### src/hdl/btmx_pkg.sv
// shared types and constants for the binary trie maximum xor block
`default_nettype none
package btmx_pkg;

  localparam int KEY_W = 32;

  typedef struct packed {
    logic             req_type;
    logic [KEY_W-1:0] key_value;
  } in_t;

  typedef struct packed {
    logic [KEY_W-1:0] max_xor;
    logic             trie_empty;
    logic             pool_full;
  } out_t;

  // request codes
  localparam logic REQ_INSERT = 1'b0;
  localparam logic REQ_QUERY  = 1'b1;

  typedef enum logic [2:0] {
    S_IDLE,
    S_WALK,
    S_CHECK,
    S_LINK,
    S_CHAIN
  } state_t;

  typedef struct packed {
    logic load;
    logic walk;
    logic link_wr;
    logic chain_wr;
    logic finish;
    logic res_empty;
    logic res_full;
  } cmd_t;

  typedef struct packed {
    logic in_query;
    logic pool_empty;
    logic is_query;
    logic miss;
    logic qstop;
    logic last_lvl;
    logic fits;
  } sts_t;

endpackage
`default_nettype wire

### src/hdl/btmx_ctrl.sv
// controller state machine sequencing walk, capacity check and node allocation
`default_nettype none
module btmx_ctrl (
  input  wire logic           clk,
  input  wire logic           rst_n,
  input  wire logic           start,
  input  wire btmx_pkg::sts_t sts,
  output btmx_pkg::cmd_t      cmd,
  output logic                busy
);

  btmx_pkg::state_t state_r, state_nxt;

  always_ff @(posedge clk) begin
    if (!rst_n) begin
      state_r <= btmx_pkg::S_IDLE;
    end else begin
      state_r <= state_nxt;
    end
  end

  always_comb begin
    state_nxt = state_r;
    cmd       = '0;
    busy      = (state_r != btmx_pkg::S_IDLE);
    case (state_r)
      btmx_pkg::S_IDLE: begin
        if (start) begin
          cmd.load = 1'b1;
          if (sts.pool_empty) begin
            if (sts.in_query == btmx_pkg::REQ_QUERY) begin
              cmd.finish    = 1'b1;
              cmd.res_empty = 1'b1;
            end else begin
              // no root yet: skip the walk and go to the capacity check
              state_nxt = btmx_pkg::S_CHECK;
            end
          end else begin
            state_nxt = btmx_pkg::S_WALK;
          end
        end
      end
      btmx_pkg::S_WALK: begin
        cmd.walk = 1'b1;
        if (sts.is_query) begin
          if (sts.qstop || sts.last_lvl) begin
            cmd.finish = 1'b1;
            state_nxt  = btmx_pkg::S_IDLE;
          end
        end else if (sts.miss) begin
          state_nxt = btmx_pkg::S_CHECK;
        end else if (sts.last_lvl) begin
          // key already stored
          cmd.finish = 1'b1;
          state_nxt  = btmx_pkg::S_IDLE;
        end
      end
      btmx_pkg::S_CHECK: begin
        if (!sts.fits) begin
          cmd.finish   = 1'b1;
          cmd.res_full = 1'b1;
          state_nxt    = btmx_pkg::S_IDLE;
        end else if (sts.pool_empty) begin
          state_nxt = btmx_pkg::S_CHAIN;
        end else begin
          state_nxt = btmx_pkg::S_LINK;
        end
      end
      btmx_pkg::S_LINK: begin
        cmd.link_wr = 1'b1;
        state_nxt   = btmx_pkg::S_CHAIN;
      end
      btmx_pkg::S_CHAIN: begin
        cmd.chain_wr = 1'b1;
        if (sts.last_lvl) begin
          cmd.finish = 1'b1;
          state_nxt  = btmx_pkg::S_IDLE;
        end
      end
      default: begin
        state_nxt = btmx_pkg::S_IDLE;
      end
    endcase
  end

endmodule
`default_nettype wire

### config.mk
export PLATFORM = sky130hd
export DESIGN_NAME = btmx_ctrl
export DESIGN_NICKNAME = d
export VERILOG_FILES = /design/src/hdl/btmx_pkg.sv /design/src/hdl/btmx_ctrl.sv
export SDC_FILE = /design/constraint.sdc
export NUM_CORES = 1
export LEC_CHECK = 0
export BUFFER_PORTS_ARGS = -buffer_cell sky130_fd_sc_hd__buf_2
export CAP_MARGIN = 30
export CORE_AREA = 2 2 39 41
export CTS_BUF_LIST = sky130_fd_sc_hd__clkbuf_2
export DETAILED_ROUTE_END_ITERATION = 12
export DIE_AREA = 0 0 41 43
export PLACE_DENSITY_LB_ADDON = 0.25
export SETUP_SLACK_MARGIN = 0.02
export SLEW_MARGIN = 30
export SYNTH_ARGS = -nofsm -noshare
export SYNTH_HDL_FRONTEND = slang
export SYNTH_SLANG_ARGS = --single-unit
### constraint.sdc
create_clock -name clk -period 3.1 [get_ports clk]
set_clock_uncertainty 0.05 [all_clocks]
set_input_delay 0.62 -clock clk [delete_from_list [all_inputs] [get_ports clk]]
set_output_delay 0.62 -clock clk [all_outputs]
set_load 0.005 [all_outputs]
==> reports/qor.yml <==
status: "complete, no violations"
die_h_um: 43
synth_ff_type: "dfxtp_1"
port-buffer-count: 17
num_rows: 14
finalSetupViolCount: 0
ys_ff_latch: 3
cp_data_required_time_ns: 2.43
drtAntennaViolNets: 0
root_buffer: "clkbuf_2"
grt_pass1_wl_mm: 1.17
drt_iter0_drc: 2
synthesis.instances: 41
drv_cap: 0
async_reset_ff_share_pct: 0
h-tree-depth: 1
slew_viol_final: 0
final_area_um2: 433
syn_area_um2: 325
grt_setup_unrepaired: "no"
yosys-top-cells-area: "dfxtp_1 (18%), nand2b_1 (5.8%), nor3_1 (4.6%), nand3b_1 (4.6%), nor3b_1 (4.6%)"
hold_buffers: 0
grt_max_degree: 14
coreArea_mm2: 0.00138
utilization_pct: 31.3
synthesis.nets: 51
clock.fmax_mhz: 449
endpoint_kind: "output port"
layout-drive-gt1-share_pct: 45.8
yosysWarningCount: 0
dpl_cell_area_um2: 413
timing.slew.headroom_pct: 77.4
wl_per_cell_um: 10.7
cts_setup_buffers: 0
clock_latency_ns: 0.20
vdd_drop_max_mv: 0.139
synth_edf_count: 0
seq_area_frac_synth_pct: 18.5
start_kind: "flop"
ys_types: 28
final_hold_viol_count: 0
synth.avg_cell_area_um2: 7.93
top_regs: "state_r (3)"
fin_crit_ns: 2.23
power_per_cell_area_mw_per_mm2: 339
fin_crit_sh_pct: 71.9
cp_data_arrival_time_ns: 1.56
diodes: 0
critPathKind: "reg2out"
cts_tree: "built"
grt_pass1_vias: 278
largest_reg_flops: 3
syn2layout_area_growth_pct: 33.1
fp.dieW_um: 41
cts_max_path_buffers: 2
numCtsBuffers: 3
hold_path_class: "reg2reg"
fin_nets: 70
via_per_inst: 4.91
gr-total-overflow: 0
largest-register: "state_r"
path_clk_slew_ns: 0.05
routed_wl_um: 801
io_pins: 18
grt_use_total_pct: 10.2
yosysTopAreaCell: "dfxtp_1"
cts.sinks: 3
tightest_slew_ns: 0.339
place_congestion: 0.740
ctsResizeCount: 0
setup-tns-final_ns: 0
hold-worst-slack_ns: 0.586
initial_core_util_pct: 23.5
die-area_mm2: 0.00176
remaining_drc_errors: 0
antenna_found_initial: 0
nFillCells: 161
power_w: 0.000147
worstPathMaxFanout: 12
vias: 368
firstDrtPassIters: 2
p_leak_nw: 0.205
yosysTopAreaCellShare_pct: 18.5
-- report_power, final --
group | total [W] | internal (W) | switching [W]
clock | 0.0000553 | 0.0000341 | 0.0000212
combinational | 0.0000436 | 0.0000244 | 0.0000191
sequential | 0.0000479 | 0.0000413 | 0.00000666
total | 0.000147 | 0.0000998 | 0.0000470
-- layout by cell type (no fill, tap or decap) --
| master | instances |
|---|---|
| nor3b_1 | 2 |
| or3_2 | 1 |
| nor3_1 | 3 |
| or4b_4 | 1 |
| nand3_1 | 2 |
| clkbuf_2 | 4 |
| nand3b_1 | 2 |
| a311o_1 | 1 |
| and3b_1 | 1 |
| nor3b_2 | 1 |
| a2bb2oi_1 | 1 |
| or2_2 | 1 |
| o21a_1 | 1 |
| a21o_1 | 1 |
| a21boi_0 | 1 |
| nand2b_1 | 3 |
| o211ai_2 | 1 |
| a21oi_1 | 2 |
| or3b_2 | 1 |
| a211o_1 | 1 |
| a211oi_1 | 1 |
| nor2_1 | 3 |
| or2b_1 | 1 |
| buf_2 | 17 |
| dfxtp_1 | 3 |
| o2bb2ai_1 | 1 |
| o21ai_0 | 1 |
| inv_1 | 1 |
-- cell usage after synthesis (2+ instances only) --
| cell type | count |
|---|---|
| dfxtp_1 | 3 |
| nand2b_1 | 3 |
| nor2_1 | 3 |
| nor3_1 | 3 |
| a21oi_1 | 2 |
| buf_2 | 2 |
| nand3_1 | 2 |
| nand3b_1 | 2 |
| nor3b_1 | 2 |
-- per-stage QoR --
stage / std cells / worst slack [ns]
after floorplan: 41 / 1.14
after global placement: 71 / 0.918
after detailed placement: 71 / 0.908
after CTS: 75 / 0.826
after global routing: 75 / 0.753
final: 75 / 0.872
-- worst paths after layout --
check                           startpoint         end  slack [ns]  depth (start not counted)
worst min register to register  state_r[1]  state_r[1]        0.59                          2
worst max register to register  state_r[0]  state_r[0]        1.61                          3
worst max-delay path            state_r[0]      cmd[2]        0.87                          4
worst min-delay path            state_r[1]  state_r[1]        0.59                          2
-- cell type report --
class                           instances  area [um2]  area share [%]
Tap cell                               16        20.0            4.62
Inverter                                1        3.75           0.867
Multi-Input combinational cell         34         244            56.4
Clock buffer                            4        20.0            4.62
Sequential cell                         3        60.1            13.9
Timing Repair Buffer                   17        85.1            19.7
-- cell families after synthesis --
logic type,after synthesis,synth area share (%)
flops,3,18.5
simple gates,22,46.2
buf+inv,4,6.54
compound gates,12,28.8
-- routing by layer --
layer  track usage, %  vias to the layer above  part of all wire, %
li1                 -                      190                    -
met1             13.4                      168                   45
met2             11.9                       10                   46
met3             5.24                        0                  9.4
met4             8.00                        0                    0
met5                0                        -                    0
-- critical path: stages, from the launching register on --
cell     delay [ns]
dfxtp_1        0.40
or3_2          0.56
nor2_1         0.16
a311o_1        0.13
buf_2          0.10
Power figures use the tool's default switching activity.
